==> config.mk <==
export PLATFORM = sky130hd
export DESIGN_NAME = time_of_day_adjust_clock_core
export DESIGN_NICKNAME = d
export VERILOG_FILES = /design/src/rtl/tdac_pkg.sv /design/src/rtl/tdac_split.sv /design/src/rtl/tdac_update.sv /design/src/rtl/time_of_day_adjust_clock_core.sv
export SDC_FILE = /design/constraint.sdc
export NUM_CORES = 1
export LEC_CHECK = 0
export BUFFER_PORTS_ARGS = -buffer_cell sky130_fd_sc_hd__buf_2
export CAP_MARGIN = 5
export CORE_MARGIN = 4
export CORE_UTILIZATION = 60
export CTS_CLUSTER_DIAMETER = 200
export DETAILED_ROUTE_END_ITERATION = 16
export GPL_TIMING_DRIVEN = 0
export PLACE_DENSITY = 0.77
export SLEW_MARGIN = 20
export SYNTH_ARGS = -nofsm -noshare
export SYNTH_HDL_FRONTEND = slang
export SYNTH_HIERARCHICAL = 1
export SYNTH_SLANG_ARGS = --single-unit
export TNS_END_PERCENT = 100
==> constraint.sdc <==
create_clock -name clk_i -period 11.1 [get_ports clk_i]
set_input_delay 3.33 -clock clk_i [delete_from_list [all_inputs] [get_ports clk_i]]
set_output_delay 3.33 -clock clk_i [all_outputs]
set_load 0.1 [all_outputs]
==> src/rtl/tdac_pkg.sv <==
// Shared types, constants and divide-by-constant helpers for the time-of-day
// adjust clock. No dependencies; every other file of the block imports it.
package tdac_pkg;

  localparam int unsigned AMOUNT_BITS_DEF = 16;
  localparam int unsigned HOURS_PER_DAY   = 24;
  localparam int unsigned MINS_PER_HOUR   = 60;
  localparam int unsigned HALF_DAY_HOURS  = 12;

  localparam logic [31:0] RECIP_60 = 32'((64'd1 << 32) / 64'(MINS_PER_HOUR));
  localparam logic [31:0] RECIP_24 = 32'((64'd1 << 32) / 64'(HOURS_PER_DAY));

  typedef enum logic [3:0] {
    OP_READ    = 4'd0,
    OP_SET_ALL = 4'd1,
    OP_SET_HR  = 4'd2,
    OP_SET_MIN = 4'd3,
    OP_SET_SEC = 4'd4,
    OP_ADD_SEC = 4'd5,
    OP_ADD_MIN = 4'd6,
    OP_ADD_HR  = 4'd7,
    OP_SUB_SEC = 4'd8,
    OP_SUB_MIN = 4'd9,
    OP_SUB_HR  = 4'd10
  } op_e;

  typedef struct packed {
    op_e        op;
    logic [4:0] hours_value;
    logic [5:0] minutes_value;
    logic [5:0] seconds_value;
  } cmd_t;

  typedef struct packed {
    logic [4:0] hours;
    logic [5:0] minutes;
    logic [5:0] seconds;
  } delta_t;

  typedef struct packed {
    cmd_t   cmd;
    delta_t delta;
  } item_t;

  typedef struct packed {
    logic [31:0] quot;
    logic [5:0]  rem;
  } divmod60_t;

  // The reciprocal estimate is at most one below the true quotient.
  function automatic divmod60_t div_mod_60(input logic [31:0] x);
    logic [63:0] prod;
    logic [31:0] q;
    logic [31:0] r;
    divmod60_t   res;
    prod = 64'(x) * 64'(RECIP_60);
    q = prod[63:32];
    r = x - ((q << 6) - (q << 2));
    if (r >= 32'(MINS_PER_HOUR)) begin
      q = q + 32'd1;
      r = r - 32'(MINS_PER_HOUR);
    end
    res.quot = q;
    res.rem  = r[5:0];
    return res;
  endfunction

  function automatic logic [4:0] mod_24(input logic [31:0] x);
    logic [63:0] prod;
    logic [31:0] q;
    logic [31:0] r;
    prod = 64'(x) * 64'(RECIP_24);
    q = prod[63:32];
    r = x - ((q << 4) + (q << 3));
    if (r >= 32'(HOURS_PER_DAY)) begin
      r = r - 32'(HOURS_PER_DAY);
    end
    return r[4:0];
  endfunction

endpackage

==> src/rtl/tdac_split.sv <==
// Three-stage pipeline that reduces an adjust amount to an hours, minutes and
// seconds offset within one day. Depends on tdac_pkg.
module tdac_split
  import tdac_pkg::*;
#(
  parameter int unsigned AMOUNT_BITS = AMOUNT_BITS_DEF
) (
  input  logic                   clk_i,
  input  logic                   rst_ni,
  input  logic                   in_valid_i,
  output logic                   in_ready_o,
  input  cmd_t                   cmd_i,
  input  logic [AMOUNT_BITS-1:0] amount_i,
  output logic                   out_valid_o,
  input  logic                   out_ready_i,
  output item_t                  item_o
);

  localparam int unsigned Q1_W = AMOUNT_BITS - 5;
  localparam int unsigned Q2_W = (AMOUNT_BITS > 11) ? AMOUNT_BITS - 10 : 1;

  logic                   s1_valid_q;
  cmd_t                   s1_cmd_q;
  logic [AMOUNT_BITS-1:0] s1_amt_q;
  logic [Q1_W-1:0]        s1_q1_q;
  logic [5:0]             s1_r1_q;

  logic                   s2_valid_q;
  cmd_t                   s2_cmd_q;
  logic [AMOUNT_BITS-1:0] s2_amt_q;
  logic [Q1_W-1:0]        s2_q1_q;
  logic [5:0]             s2_r1_q;
  logic [Q2_W-1:0]        s2_q2_q;
  logic [5:0]             s2_r2_q;

  logic                   s3_valid_q;
  cmd_t                   s3_cmd_q;
  delta_t                 s3_delta_q;

  logic                   s1_ready;
  logic                   s2_ready;
  logic                   s3_ready;
  divmod60_t              dm1;
  divmod60_t              dm2;
  logic [31:0]            mod_src;
  logic [4:0]             h24;
  delta_t                 delta_d;

  assign s3_ready   = !s3_valid_q || out_ready_i;
  assign s2_ready   = !s2_valid_q || s3_ready;
  assign s1_ready   = !s1_valid_q || s2_ready;
  assign in_ready_o = s1_ready;

  assign dm1 = div_mod_60(32'(amount_i));
  assign dm2 = div_mod_60(32'(s1_q1_q));
  assign h24 = mod_24(mod_src);

  always_comb begin
    mod_src = 32'(s2_amt_q);
    delta_d = '0;
    case (s2_cmd_q.op)
      OP_ADD_SEC, OP_SUB_SEC: begin
        mod_src         = 32'(s2_q2_q);
        delta_d.seconds = s2_r1_q;
        delta_d.minutes = s2_r2_q;
        delta_d.hours   = h24;
      end
      OP_ADD_MIN, OP_SUB_MIN: begin
        mod_src         = 32'(s2_q1_q);
        delta_d.minutes = s2_r1_q;
        delta_d.hours   = h24;
      end
      OP_ADD_HR, OP_SUB_HR: begin
        delta_d.hours = h24;
      end
      default: begin
        delta_d = '0;
      end
    endcase
  end

  always_ff @(posedge clk_i or negedge rst_ni) begin
    if (!rst_ni) begin
      s1_valid_q <= 1'b0;
      s2_valid_q <= 1'b0;
      s3_valid_q <= 1'b0;
    end else begin
      if (s1_ready) begin
        s1_valid_q <= in_valid_i;
      end
      if (s2_ready) begin
        s2_valid_q <= s1_valid_q;
      end
      if (s3_ready) begin
        s3_valid_q <= s2_valid_q;
      end
    end
  end

  always_ff @(posedge clk_i) begin
    if (in_valid_i && s1_ready) begin
      s1_cmd_q <= cmd_i;
      s1_amt_q <= amount_i;
      s1_q1_q  <= dm1.quot[Q1_W-1:0];
      s1_r1_q  <= dm1.rem;
    end
    if (s1_valid_q && s2_ready) begin
      s2_cmd_q <= s1_cmd_q;
      s2_amt_q <= s1_amt_q;
      s2_q1_q  <= s1_q1_q;
      s2_r1_q  <= s1_r1_q;
      s2_q2_q  <= dm2.quot[Q2_W-1:0];
      s2_r2_q  <= dm2.rem;
    end
    if (s2_valid_q && s3_ready) begin
      s3_cmd_q   <= s2_cmd_q;
      s3_delta_q <= delta_d;
    end
  end

  assign out_valid_o = s3_valid_q;
  assign item_o      = '{cmd: s3_cmd_q, delta: s3_delta_q};

endmodule

==> src/rtl/tdac_update.sv <==
// Time-of-day state registers and result register: applies set, add and
// subtract commands field by field with carry and borrow. Depends on tdac_pkg.
module tdac_update
  import tdac_pkg::*;
(
  input  logic       clk_i,
  input  logic       rst_ni,
  input  logic       in_valid_i,
  output logic       in_ready_o,
  input  item_t      item_i,
  output logic       out_valid_o,
  input  logic       out_ready_i,
  output logic [4:0] hours_now_o,
  output logic [5:0] minutes_now_o,
  output logic [5:0] seconds_now_o,
  output logic [3:0] hour_twelve_o,
  output logic       is_pm_o,
  output logic       applied_o
);

  logic [4:0] hour_q;
  logic [5:0] minute_q;
  logic [5:0] second_q;
  logic       out_valid_q;
  logic [4:0] res_hours_q;
  logic [5:0] res_minutes_q;
  logic [5:0] res_seconds_q;
  logic [3:0] res_twelve_q;
  logic       res_pm_q;
  logic       res_applied_q;

  logic [4:0] hour_d;
  logic [5:0] minute_d;
  logic [5:0] second_d;
  logic       applied_d;
  logic [3:0] twelve_d;
  logic       pm_d;
  logic [4:0] half_hour;
  logic       accept;
  logic       hok;
  logic       mok;
  logic       sok;

  logic [6:0] sec_sum;
  logic       sec_carry;
  logic [6:0] min_sum;
  logic       min_carry;
  logic [5:0] hr_sum;
  logic [5:0] sec_add;
  logic [5:0] min_add;
  logic [4:0] hr_add;

  logic       sec_borrow;
  logic [6:0] min_need;
  logic       min_borrow;
  logic [5:0] hr_need;
  logic       hr_borrow;
  logic [6:0] sec_diff;
  logic [6:0] min_diff;
  logic [5:0] hr_diff;

  assign in_ready_o = !out_valid_q || out_ready_i;
  assign accept     = in_valid_i && in_ready_o;

  assign hok = item_i.cmd.hours_value < 5'(HOURS_PER_DAY);
  assign mok = item_i.cmd.minutes_value < 6'(MINS_PER_HOUR);
  assign sok = item_i.cmd.seconds_value < 6'(MINS_PER_HOUR);

  always_comb begin
    sec_sum   = 7'(second_q) + 7'(item_i.delta.seconds);
    sec_carry = sec_sum >= 7'(MINS_PER_HOUR);
    sec_add   = sec_carry ? 6'(sec_sum - 7'(MINS_PER_HOUR)) : sec_sum[5:0];
    min_sum   = 7'(minute_q) + 7'(item_i.delta.minutes) + 7'(sec_carry);
    min_carry = min_sum >= 7'(MINS_PER_HOUR);
    min_add   = min_carry ? 6'(min_sum - 7'(MINS_PER_HOUR)) : min_sum[5:0];
    hr_sum    = 6'(hour_q) + 6'(item_i.delta.hours) + 6'(min_carry);
    hr_add    = (hr_sum >= 6'(HOURS_PER_DAY)) ? 5'(hr_sum - 6'(HOURS_PER_DAY)) : hr_sum[4:0];

    sec_borrow = second_q < item_i.delta.seconds;
    sec_diff   = 7'(second_q) + (sec_borrow ? 7'(MINS_PER_HOUR) : 7'd0)
                 - 7'(item_i.delta.seconds);
    min_need   = 7'(item_i.delta.minutes) + 7'(sec_borrow);
    min_borrow = 7'(minute_q) < min_need;
    min_diff   = 7'(minute_q) + (min_borrow ? 7'(MINS_PER_HOUR) : 7'd0) - min_need;
    hr_need    = 6'(item_i.delta.hours) + 6'(min_borrow);
    hr_borrow  = 6'(hour_q) < hr_need;
    hr_diff    = 6'(hour_q) + (hr_borrow ? 6'(HOURS_PER_DAY) : 6'd0) - hr_need;
  end

  always_comb begin
    hour_d    = hour_q;
    minute_d  = minute_q;
    second_d  = second_q;
    applied_d = 1'b1;
    case (item_i.cmd.op)
      OP_SET_ALL: begin
        if (hok && mok && sok) begin
          hour_d   = item_i.cmd.hours_value;
          minute_d = item_i.cmd.minutes_value;
          second_d = item_i.cmd.seconds_value;
        end else begin
          applied_d = 1'b0;
        end
      end
      OP_SET_HR: begin
        if (hok) begin
          hour_d = item_i.cmd.hours_value;
        end else begin
          applied_d = 1'b0;
        end
      end
      OP_SET_MIN: begin
        if (mok) begin
          minute_d = item_i.cmd.minutes_value;
        end else begin
          applied_d = 1'b0;
        end
      end
      OP_SET_SEC: begin
        if (sok) begin
          second_d = item_i.cmd.seconds_value;
        end else begin
          applied_d = 1'b0;
        end
      end
      OP_ADD_SEC, OP_ADD_MIN, OP_ADD_HR: begin
        hour_d   = hr_add;
        minute_d = min_add;
        second_d = sec_add;
      end
      OP_SUB_SEC, OP_SUB_MIN, OP_SUB_HR: begin
        hour_d   = hr_diff[4:0];
        minute_d = min_diff[5:0];
        second_d = sec_diff[5:0];
      end
      default: begin
        applied_d = 1'b1;
      end
    endcase
  end

  always_comb begin
    pm_d      = hour_d >= 5'(HALF_DAY_HOURS);
    half_hour = pm_d ? hour_d - 5'(HALF_DAY_HOURS) : hour_d;
    twelve_d  = (half_hour == 5'd0) ? 4'(HALF_DAY_HOURS) : half_hour[3:0];
  end

  always_ff @(posedge clk_i or negedge rst_ni) begin
    if (!rst_ni) begin
      hour_q      <= '0;
      minute_q    <= '0;
      second_q    <= '0;
      out_valid_q <= 1'b0;
    end else begin
      if (accept) begin
        hour_q   <= hour_d;
        minute_q <= minute_d;
        second_q <= second_d;
      end
      if (in_ready_o) begin
        out_valid_q <= in_valid_i;
      end
    end
  end

  always_ff @(posedge clk_i) begin
    if (accept) begin
      res_hours_q   <= hour_d;
      res_minutes_q <= minute_d;
      res_seconds_q <= second_d;
      res_twelve_q  <= twelve_d;
      res_pm_q      <= pm_d;
      res_applied_q <= applied_d;
    end
  end

  assign out_valid_o   = out_valid_q;
  assign hours_now_o   = res_hours_q;
  assign minutes_now_o = res_minutes_q;
  assign seconds_now_o = res_seconds_q;
  assign hour_twelve_o = res_twelve_q;
  assign is_pm_o       = res_pm_q;
  assign applied_o     = res_applied_q;

endmodule

==> src/rtl/time_of_day_adjust_clock_core.sv <==
// Top level of the time-of-day adjust clock: amount reduction pipeline and
// time state update. Depends on tdac_pkg, tdac_split and tdac_update.
//
// Usage: each input transaction carries one command (read, set all, set one
// field, or add or subtract an amount of seconds, minutes or hours). Every
// command produces exactly one output transaction with the time after the
// command, the 12-hour hour, a PM flag and whether a set was applied.
// Both channels use valid/ready; a transaction completes when both are high.
// Three stages reduce the amount to an offset within one day, and the
// last stage updates the time registers and loads the result register.
// Throughput is one command per cycle while the receiver does not stall;
// the time registers are read and written by the last stage only, so
// back-to-back commands see each other's effect in order.
// Reset clears the time to 00:00:00 and empties the pipeline.
// When the receiver stalls, the result register holds its transaction and
// the stages behind it keep filling; input ready drops only once every
// stage holds a command.
module time_of_day_adjust_clock_core
  import tdac_pkg::*;
#(
  parameter int unsigned AMOUNT_BITS = AMOUNT_BITS_DEF
) (
  input  logic                   clk_i,
  input  logic                   rst_ni,
  input  logic                   in_valid_i,
  output logic                   in_ready_o,
  input  logic [3:0]             operation_i,
  input  logic [4:0]             hours_value_i,
  input  logic [5:0]             minutes_value_i,
  input  logic [5:0]             seconds_value_i,
  input  logic [AMOUNT_BITS-1:0] amount_i,
  output logic                   out_valid_o,
  input  logic                   out_ready_i,
  output logic [4:0]             hours_now_o,
  output logic [5:0]             minutes_now_o,
  output logic [5:0]             seconds_now_o,
  output logic [3:0]             hour_twelve_o,
  output logic                   is_pm_o,
  output logic                   applied_o
);

  cmd_t  cmd;
  item_t item;
  logic  item_valid;
  logic  item_ready;

  assign cmd = '{
    op:            op_e'(operation_i),
    hours_value:   hours_value_i,
    minutes_value: minutes_value_i,
    seconds_value: seconds_value_i
  };

  tdac_split #(
    .AMOUNT_BITS (AMOUNT_BITS)
  ) u_split (
    .clk_i       (clk_i),
    .rst_ni      (rst_ni),
    .in_valid_i  (in_valid_i),
    .in_ready_o  (in_ready_o),
    .cmd_i       (cmd),
    .amount_i    (amount_i),
    .out_valid_o (item_valid),
    .out_ready_i (item_ready),
    .item_o      (item)
  );

  tdac_update u_update (
    .clk_i         (clk_i),
    .rst_ni        (rst_ni),
    .in_valid_i    (item_valid),
    .in_ready_o    (item_ready),
    .item_i        (item),
    .out_valid_o   (out_valid_o),
    .out_ready_i   (out_ready_i),
    .hours_now_o   (hours_now_o),
    .minutes_now_o (minutes_now_o),
    .seconds_now_o (seconds_now_o),
    .hour_twelve_o (hour_twelve_o),
    .is_pm_o       (is_pm_o),
    .applied_o     (applied_o)
  );

endmodule

# Word-level counts from Yosys, hierarchy flattened
# Cells that the tools add are included.
[word_totals]
n_memories = 0
elab_cells = 144
mem_bits_ro = 0
register_bits = 202
mem_bits_rw = 0
latchBits = 0
[classes]
bitwise = 0
n_addsub = 28
mux = 28
multipliers = 3
n_reduce_logical = 20
n_div = 0
n_eq_ne = 16
n_lt_le_gt_ge = 13
n_shift = 0
[op_table]
columns = ["cell", "n"]
rows = [
  ["two-way mux 6 bit", 11],
  ["greater-or-equal comparator 32 x 6 -> 1 bit (second input constant)", 2],
  ["subtractor 16 x 32 -> 32 bit", 2],
  ["one-hot mux 6 bit (4 select lines)", 2],
  ["multiplier 16 x 27 -> 43 bit (second input constant)", 1],
  ["multiplier 16 x 25 -> 41 bit (second input constant)", 1],
  ["multiplier 11 x 25 -> 36 bit (second input constant)", 1],
  ["adder 32 x 31 -> 32 bit", 1],
  ["greater-or-equal comparator 32 x 5 -> 1 bit (second input constant)", 1],
  ["one-hot mux 16 bit (2 select lines)", 1],
  ["subtractor 11 x 32 -> 32 bit", 1],
  ["two-way mux 5 bit", 6],
  ["equality test 4 x 3 -> 1 bit (second input constant)", 7],
  ["equality test 4 bit (second input constant)", 6],
  ["subtractor 6 bit (second input constant)", 4],
  ["one-hot mux 5 bit (4 select lines)", 1],
  ["subtractor 17 x 13 -> 18 bit", 1],
  ["adder 6 x 6 -> 7 bit", 2],
  ["greater-or-equal comparator 7 x 6 -> 1 bit (second input constant)", 2],
  ["subtractor 12 x 8 -> 13 bit", 1],
  ["adder 6 bit", 2],
  ["less-than comparator 6 bit (second input constant)", 2],
  ["one-hot mux 6 bit (2 select lines)", 1],
  ["subtractor 6 bit", 2],
  ["other kinds (29)", 47],
]

# Depth between registers and ports, before layout
# Gate-level depths: netlist of run 1.
[depth]
depth_word = 12
mapped_depth = 44

# Hierarchy
# The synthesis of run 1 kept the hierarchy.
[modules_own_cells]
columns = ["mod", "n_inst", "seq_area_each_um2", "cells_each", "area_each_um2"]
rows = [
  ["tdac_split", 1, 4639.4, 1363, 14819.2],
  ["tdac_update", 1, 1141.1, 487, 4375.4],
]

# Worst setup path after synthesis of run 1
# OpenSTA, ideal clock, no wires.
[synth_timing]
path_kind = "input -> register"
startpoint = "in amount_i[11]"
endpoint = "reg u_split.s1_q1_q[7], data pin"
n_path_buf = 2
arrival_ns = 11.067
slack_ns = -0.238
setup_time_ns = 0.271
required_ns = 10.829
stages = 38
path_cell_list = "ha_1 -> inv_1 -> fa_1 -> inv_1 -> ha_1 -> fa_1 -> ha_1 -> ha_1 -> a21o_1 -> a221oi_1 -> o32ai_2 -> o211ai_1 -> nand3_1 -> a21oi_1 -> nand2b_1 -> xor2_1 -> inv_1 -> ha_1 -> [... 2 more ...] -> a41oi_1 -> nand2_1 -> xnor2_1 -> ha_1 -> buf_1 -> o21a_1 -> o21ai_0 -> a32oi_1 -> o21ai_0 -> a311oi_1 -> nand3_1 -> a2111o_1 -> a21oi_1 -> nor4bb_1 -> a311oi_2 -> buf_6 -> nand2_2 -> xnor2_1"
[synth_lines]
columns = ["item", "line", "rtl"]
rows = [
  ["from (decl)", "time_of_day_adjust_clock_core.sv:31", "input logic [AMOUNT_BITS-1:0] amount_i,"],
  ["to (signal assigned)", "tdac_split.sv:104", "s1_q1_q <= dm1.quot[Q1_W-1:0];"],
  ["to (decl)", "tdac_split.sv:25", "logic [Q1_W-1:0] s1_q1_q;"],
]

==> results.yml, run 1 <==
critical_path:
  worstSetupPathDepth: 40
  cpMaxStageDelayCell: "sky130_fd_sc_hd__fa_1"
  worst-setup-path-type: "primary input to flop"
  startpoint: "amount_i[15]"
  crit_buf_inv: 6
  critical_path.top_delay_family: "adder cells"
  timing.rr.end: "u_split/item_o[15]"
  worst-endpoint-arrival_ns: 11.45
  worst_setup_path_end_kind: "flop"
  worst-path-max-fanout: 8
  crit_start_category: "primary input"
  timing.critical_path.mode_cell: "sky130_fd_sc_hd__ha_4"
  rrSetupSlack_ns: 0.57
  worst_r2r_startpoint: "u_split/s2_cmd_q[17]"
  cp_data_required_time_ns: 11.38
  critical-path-max-stage-delay_ns: 0.56
  crit_path_end: "u_split/s1_q1_q[9]"
  r2r.worst_path.cells: 40
status:
  violated_checks: "negative setup slack"
  status: "finished, violations left"
sta:
  relative_slew_margins: 0.392
  max_clock_freq_ghz: 0.0895
  max_slew.worst_pin.slew_ns: 0.904
  timing.final.setup_violations: 7
  hold-worst-slack_ns: 0.422
  maxSlewViolCount: 0
  share_of_the_clock_period_used_by_the_worst_path_after_layout: 1.01
  finalCriticalPeriod_ns: 11.18
  timing.clock.skew_ns: 0.0185
  timing_hold_violations_final: 0
  finalWorstSetupSlack_ns: -0.0761
die:
  initial_utilization: 0.608
  rows: 65
  die_y_microns: 187
  die_width_microns: 187
  floorplan.die_area_sq_mm: 0.0349
  core-area_sq_mm: 0.0316
  boundaryPins: 66
logic_synthesis:
  synth-async-reset-ratio: 0.107
  synth-adder-area-share: 0.327
  synth_xor_area_frac: 0.0517
  ys_types: 93
  postSynthCellCount: 1850
  synth.yosys.seq_area_share: 0.301
  synth_simple_gate_area_share: 0.111
  synth_enable_flop_cells: 175
  cell_accounting_for_the_most_synthesized_area: "sky130_fd_sc_hd__edfxtp_1"
  yosys_register_bits: 196
  netlist_area_sq_mm: 0.0192
  netlist_top_cells_area: "sky130_fd_sc_hd__edfxtp_1 (27%), sky130_fd_sc_hd__ha_1 (21%), sky130_fd_sc_hd__fa_1 (11%)"
  yosysWarningCount: 6
  ys_dominant_reg_cell: "sky130_fd_sc_hd__edfxtp_1"
  synth.avg_cell_area_sq_um: 10.4
  synthesis.nets: 2327
  combinational_family_with_the_most_area_after_synthesis: "adder cells"
  synth-compound-area-share: 0.146
  muxShareOfSynthArea: 0.00613
  synth_top_area_share: 0.274
detailed_routing:
  avgViaCountPerCell: 6.14
  drt_wl_total_microns: 46500
  routed.top_layer: "met4"
  vias: 14800
  wl_met3_microns: 2430
  avgRoutedWirePerCell_microns: 19.3
  final_antenna_net_count: 0
  drc: 0
  wl_met1_microns: 18500
  met2_wirelength_microns: 23800
  drtIter0Drc: 1074
  drt-pass1-iter-count: 6
cells_and_area:
  num_antenna_cells: 0
  syn2layout_area_growth_pct: 15.5
  layout-drive-gt1-share: 0.169
  final_net_count: 2469
place:
  post_detailed_placement_half_perimeter_wirelength_microns: 34000
  placement.setup.worst_slack_ns: -1.27
  portBuffers: 65
  routabilityCongestion: 0.898
hold_path:
  timing.hold.worst.class: "flop to flop"
  timing.hold.worst_path_depth: 0
clocking:
  clock_tree.buffer_depth: 2
  cts-htree-levels: 4
  master_cell_of_the_clock_root_buffer: "sky130_fd_sc_hd__clkbuf_16"
  tritoncts_num_sinks: 196
  numCtsBuffers: 17
  tritoncts_clock_tree: "built"
  clkLatencyLatePin_ns: 0.45
  clk_pin_slew_worst_paths_ns: 0.08
  hold_buffers: 0
global_routing:
  grt_pass1_wl_microns: 72400
  largest_net_degree_at_the_start_of_global_routing: 58
  global_route.overflow_total: 0
  overall_fraction_of_global_route_tracks_in_use: 0.251
  number_of_antenna_violations_at_the_first_check_in_global_routing: 0
  grt_pass1_vias: 14900
flow_run:
  cap_viol_max_count: 0
-- synth_stat cells (all sizes together) (7+ instances only) --
master,n
ha,326
xnor2,64
a21boi,8
a221o,12
or2,18
nor3,24
nor4,7
a22o,7
a211oi,8
nand3,22
nand2,106
a21oi,79
o31ai,10
o211ai,11
xor2,45
a31o,8
and3,19
and2,22
dfrtp,21
a22oi,7
a31oi,17
or4,7
nor2,81
a21o,48
nand2b,26
edfxtp,175
or3,10
nand4,11
o21a,25
o21ai,88
buf,10
nor2b,25
inv,262
o21bai,7
fa,110
clkbuf,13
-- sequential cells by signal, indices dropped and copies added (netlist names), 5 cells and up --
register and flops:
u_split/item_o 38, u_split/s1_amt_q 16, u_update/minute_q 6, u_update/minutes_now_o 6
u_split/s2_amt_q 16, u_update/seconds_now_o 6, u_split/s1_cmd_q 21, u_split/s2_q2_q 6
u_split/s1_q1_q 11, u_split/s2_q1_q 11, u_update/second_q 6, u_update/hours_now_o 5
u_split/s2_cmd_q 21, u_update/hour_q 5
-- cells by family (layout without fill, tap and decap cells) --
logic type / count (synthesis) / after routing
fa+ha+maj: 436 / 436
compound gates: 406 / 407
simple gates: 406 / 406
buf+inv: 285 / 439
flops: 196 / 196
xor+xnor: 110 / 110
mux: 11 / 11
-- placed cells by master (no fill, tap or decap), types with 20 or more instances in the layout --
master,instances
sky130_fd_sc_hd__a21o_1,47
sky130_fd_sc_hd__a21oi_1,64
sky130_fd_sc_hd__buf_2,69
sky130_fd_sc_hd__buf_4,61
sky130_fd_sc_hd__dfrtp_1,21
sky130_fd_sc_hd__edfxtp_1,175
sky130_fd_sc_hd__fa_1,103
sky130_fd_sc_hd__ha_1,298
sky130_fd_sc_hd__ha_4,24
sky130_fd_sc_hd__inv_1,255
sky130_fd_sc_hd__nand2_1,96
sky130_fd_sc_hd__nand2b_1,25
sky130_fd_sc_hd__nand3_1,20
sky130_fd_sc_hd__nor2_1,77
sky130_fd_sc_hd__nor2b_1,25
sky130_fd_sc_hd__nor3_1,22
sky130_fd_sc_hd__o21a_1,24
sky130_fd_sc_hd__o21ai_0,68
sky130_fd_sc_hd__xnor2_1,57
sky130_fd_sc_hd__xor2_1,39
-- worst min-delay path by stage --
stage,from,endpoint,slack [ns]
global route,u_split/s1_amt_q[3],u_split/s2_amt_q[3],0.43
CTS,u_split/s2_cmd_q[4],u_split/item_o[21],0.42
finish,u_split/s1_cmd_q[6],u_split/s2_cmd_q[6],0.42
global placement,u_split/s1_r1_q[5],u_split/s2_r1_q[5],0.40
floorplan,u_split/s2_cmd_q[0],u_split/item_o[17],0.40
detailed placement,u_split/s2_cmd_q[4],u_split/item_o[21],0.40
-- routing by layer --
layer | track usage | vias to the layer above
li1 | - | 6929
met1 | 0.311 | 7173
met2 | 0.458 | 529
met3 | 0.0287 | 138
met4 | 0.0842 | 0
met5 | 0 | -
-- final cells by class --
cell class | count | area [sq um]
multi-input cells | 1370 | 13300
fillers | 2182 | 9380
flip-flops and latches | 196 | 5780
inverters | 262 | 983
repair buffers | 127 | 857
well taps | 402 | 503
clock buffers | 17 | 425
clock inverters | 15 | 253
plain buffers | 18 | 105
-- timing repair --
action,4_1_cts,5_1_grt
gates resized for setup,69,115
pin swaps,37,68
setup buffers,26,32
cloned,2,0
endpoints found under the setup margin,17,17
-- per-stage QoR --
stage                     area [sq um]  instances  setup TNS, ns  utilization
after CTS                        21400       2378              0        0.679
after global routing             22200       2407          -3.15        0.703
after global placement           20100       2317         -17.57        0.636
final                            22200       2407         -0.169        0.703
after floorplan                  19200       1850              0            -
after detailed placement         20100       2320         -19.44        0.638
Power of run 1 is not shown: default switching activity piles up to over one toggle a cycle in this logic, so the estimate is an artifact.
==> run 2, diff against run 1 <==
--- a/config.mk
+++ b/config.mk
@@ -13,6 +13,7 @@
 export DETAILED_ROUTE_END_ITERATION = 16
 export GPL_TIMING_DRIVEN = 0
 export PLACE_DENSITY = 0.77
+export SETUP_SLACK_MARGIN = 0.3
 export SLEW_MARGIN = 20
 export SYNTH_ARGS = -nofsm -noshare
 export SYNTH_HDL_FRONTEND = slang
==> results.yml, run 2 (same netlist as run 1, synthesis figures left out) <==
status:
  status: "finished, violations left"
  violated_checks: "negative setup slack"
detailed_routing:
  avgViaCountPerCell: 5.98
  drt-pass1-iter-count: 5
  wl_met1_microns: 18300
  vias: 14400
  drc: 0
  wl_met3_microns: 2070
  met2_wirelength_microns: 22600
  final_antenna_net_count: 0
  routed.top_layer: "met4"
  drt_wl_total_microns: 44100
  avgRoutedWirePerCell_microns: 18.4
  drtIter0Drc: 832
clocking:
  tritoncts_clock_tree: "built"
  tritoncts_num_sinks: 196
  master_cell_of_the_clock_root_buffer: "sky130_fd_sc_hd__clkbuf_16"
  hold_buffers: 0
  clock_tree.buffer_depth: 2
  cts-htree-levels: 4
  clkLatencyLatePin_ns: 0.44
  numCtsBuffers: 17
  clk_pin_slew_worst_paths_ns: 0.08
die:
  die_width_microns: 187
  boundaryPins: 66
  initial_utilization: 0.608
  rows: 65
  core-area_sq_mm: 0.0316
  die_y_microns: 187
  floorplan.die_area_sq_mm: 0.0349
cells_and_area:
  layout-drive-gt1-share: 0.158
  syn2layout_area_growth_pct: 14.9
  layout.cells.most_common: "sky130_fd_sc_hd__ha_1"
  most_used_cells_in_the_layout_excluding_fill_and_tap_cells: "sky130_fd_sc_hd__ha_1 (307), sky130_fd_sc_hd__inv_1 (255), sky130_fd_sc_hd__edfxtp_1 (175), sky130_fd_sc_hd__fa_1 (105), sky130_fd_sc_hd__nand2_1 (98)"
  final_net_count: 2465
  num_antenna_cells: 0
  largest_register_ff_count: 38
global_routing:
  grt_pass1_wl_microns: 71800
  number_of_antenna_violations_at_the_first_check_in_global_routing: 0
  global_route.overflow_total: 0
  grt_pass1_vias: 14500
  overall_fraction_of_global_route_tracks_in_use: 0.249
  largest_net_degree_at_the_start_of_global_routing: 58
critical_path:
  worst-path-max-fanout: 5
  cp_data_required_time_ns: 11.29
  timing.critical_path.mode_cell: "sky130_fd_sc_hd__ha_4"
  rrSetupSlack_ns: 0.69
  worst_setup_path_end_kind: "flop"
  timing.rr.end: "u_split/item_o[16]"
  r2r.worst_path.cells: 40
  critical-path-max-stage-delay_ns: 0.54
  worst_r2r_startpoint: "u_split/s2_cmd_q[17]"
  worst-setup-path-type: "primary input to flop"
  worst-endpoint-arrival_ns: 11.39
  crit_start_category: "primary input"
  cpMaxStageDelayCell: "sky130_fd_sc_hd__fa_2"
sta:
  timing.final.setup_violations: 14
  max_clock_freq_ghz: 0.0893
  timing.clock.skew_ns: 0.0167
  timing.setup.tns_ns: -1.02
  finalWorstSetupSlack_ns: -0.102
  relative_slew_margins: 0.389
  timing_hold_violations_final: 0
  maxSlewViolCount: 0
  finalCriticalPeriod_ns: 11.20
  grt_setup_unrepaired: "true"
  share_of_the_clock_period_used_by_the_worst_path_after_layout: 1.01
  max_slew.worst_pin.slew_ns: 0.904
place:
  post_detailed_placement_half_perimeter_wirelength_microns: 34100
  portBuffers: 65
  routabilityCongestion: 0.885
hold_path:
  timing.hold.worst_path_depth: 0
  worst_hold_path.endpoint: "u_split/item_o[24]"
  hold_path_startpoint: "u_split/s2_cmd_q[7]"
  timing.hold.worst.class: "flop to flop"
flow_run:
  cap_viol_max_count: 0
==> run 2: worst max-delay path by stage <==
stage / start / endpoint / depth (start not counted)
6_report: amount_i[15] / u_split/s1_r1_q[4] / 39
3_3_place_gp: amount_i[6] / u_split/s1_q1_q[7] / 35
4_1_cts: amount_i[11] / u_split/s1_q1_q[4] / 39
3_5_place_dp: amount_i[6] / u_split/s1_q1_q[7] / 37
2_1_floorplan: amount_i[15] / u_split/s1_q1_q[0] / 37
5_1_grt: amount_i[15] / u_split/s1_q1_q[4] / 39
==> run 2: final cells by class <==
class | instances | area, sq um
Buffer | 23 | 148
Clock buffer | 17 | 425
Clock inverter | 15 | 241
Fill cell | 2270 | 9490
Inverter | 262 | 983
Multi-Input combinational cell | 1370 | 13200
Sequential cell | 196 | 5780
Tap cell | 402 | 503
Timing Repair Buffer | 118 | 826
==> run 2: worst max-delay path, delay by kind of cell <==
kind,cells,cell delay (ns)
compound gates,14,3.08
xor+xnor,3,0.42
fa+ha+maj,8,2.49
buf+inv,7,0.88
simple gates,7,1.19
==> run 2: repair_timing <==
| item | CTS | global route |
|---|---|---|
| gates resized for setup | 72 | 48 |
| hold endpoints to repair | 0 | 0 |
| setup endpoints to repair | 17 | 17 |
| buffers inserted | 31 | 18 |
| gates cloned | 2 | 0 |
| pin swaps | 37 | 28 |
==> run 2: routing by layer <==
metal / up-vias / global-route usage
li1: 6920 / -
met1: 6965 / 0.317
met2: 409 / 0.451
met3: 77 / 0.0259
met4: 0 / 0.0771
met5: - / 0
==> run 2: per-stage QoR <==
step	area [sq um]	hold slack, ns	worst slack, ns	utilization	std cells
2_1_floorplan	19500	0.400	0.212	-	1850
3_3_place_gp	20300	0.402	-0.779	0.644	2317
3_5_place_dp	20400	0.405	-1.03	0.647	2320
4_1_cts	21700	0.419	0.0337	0.687	2385
5_1_grt	22100	0.425	-0.405	0.699	2403
6_report	22100	0.417	-0.102	0.699	2403
Power of run 2 is left out for the same reason.
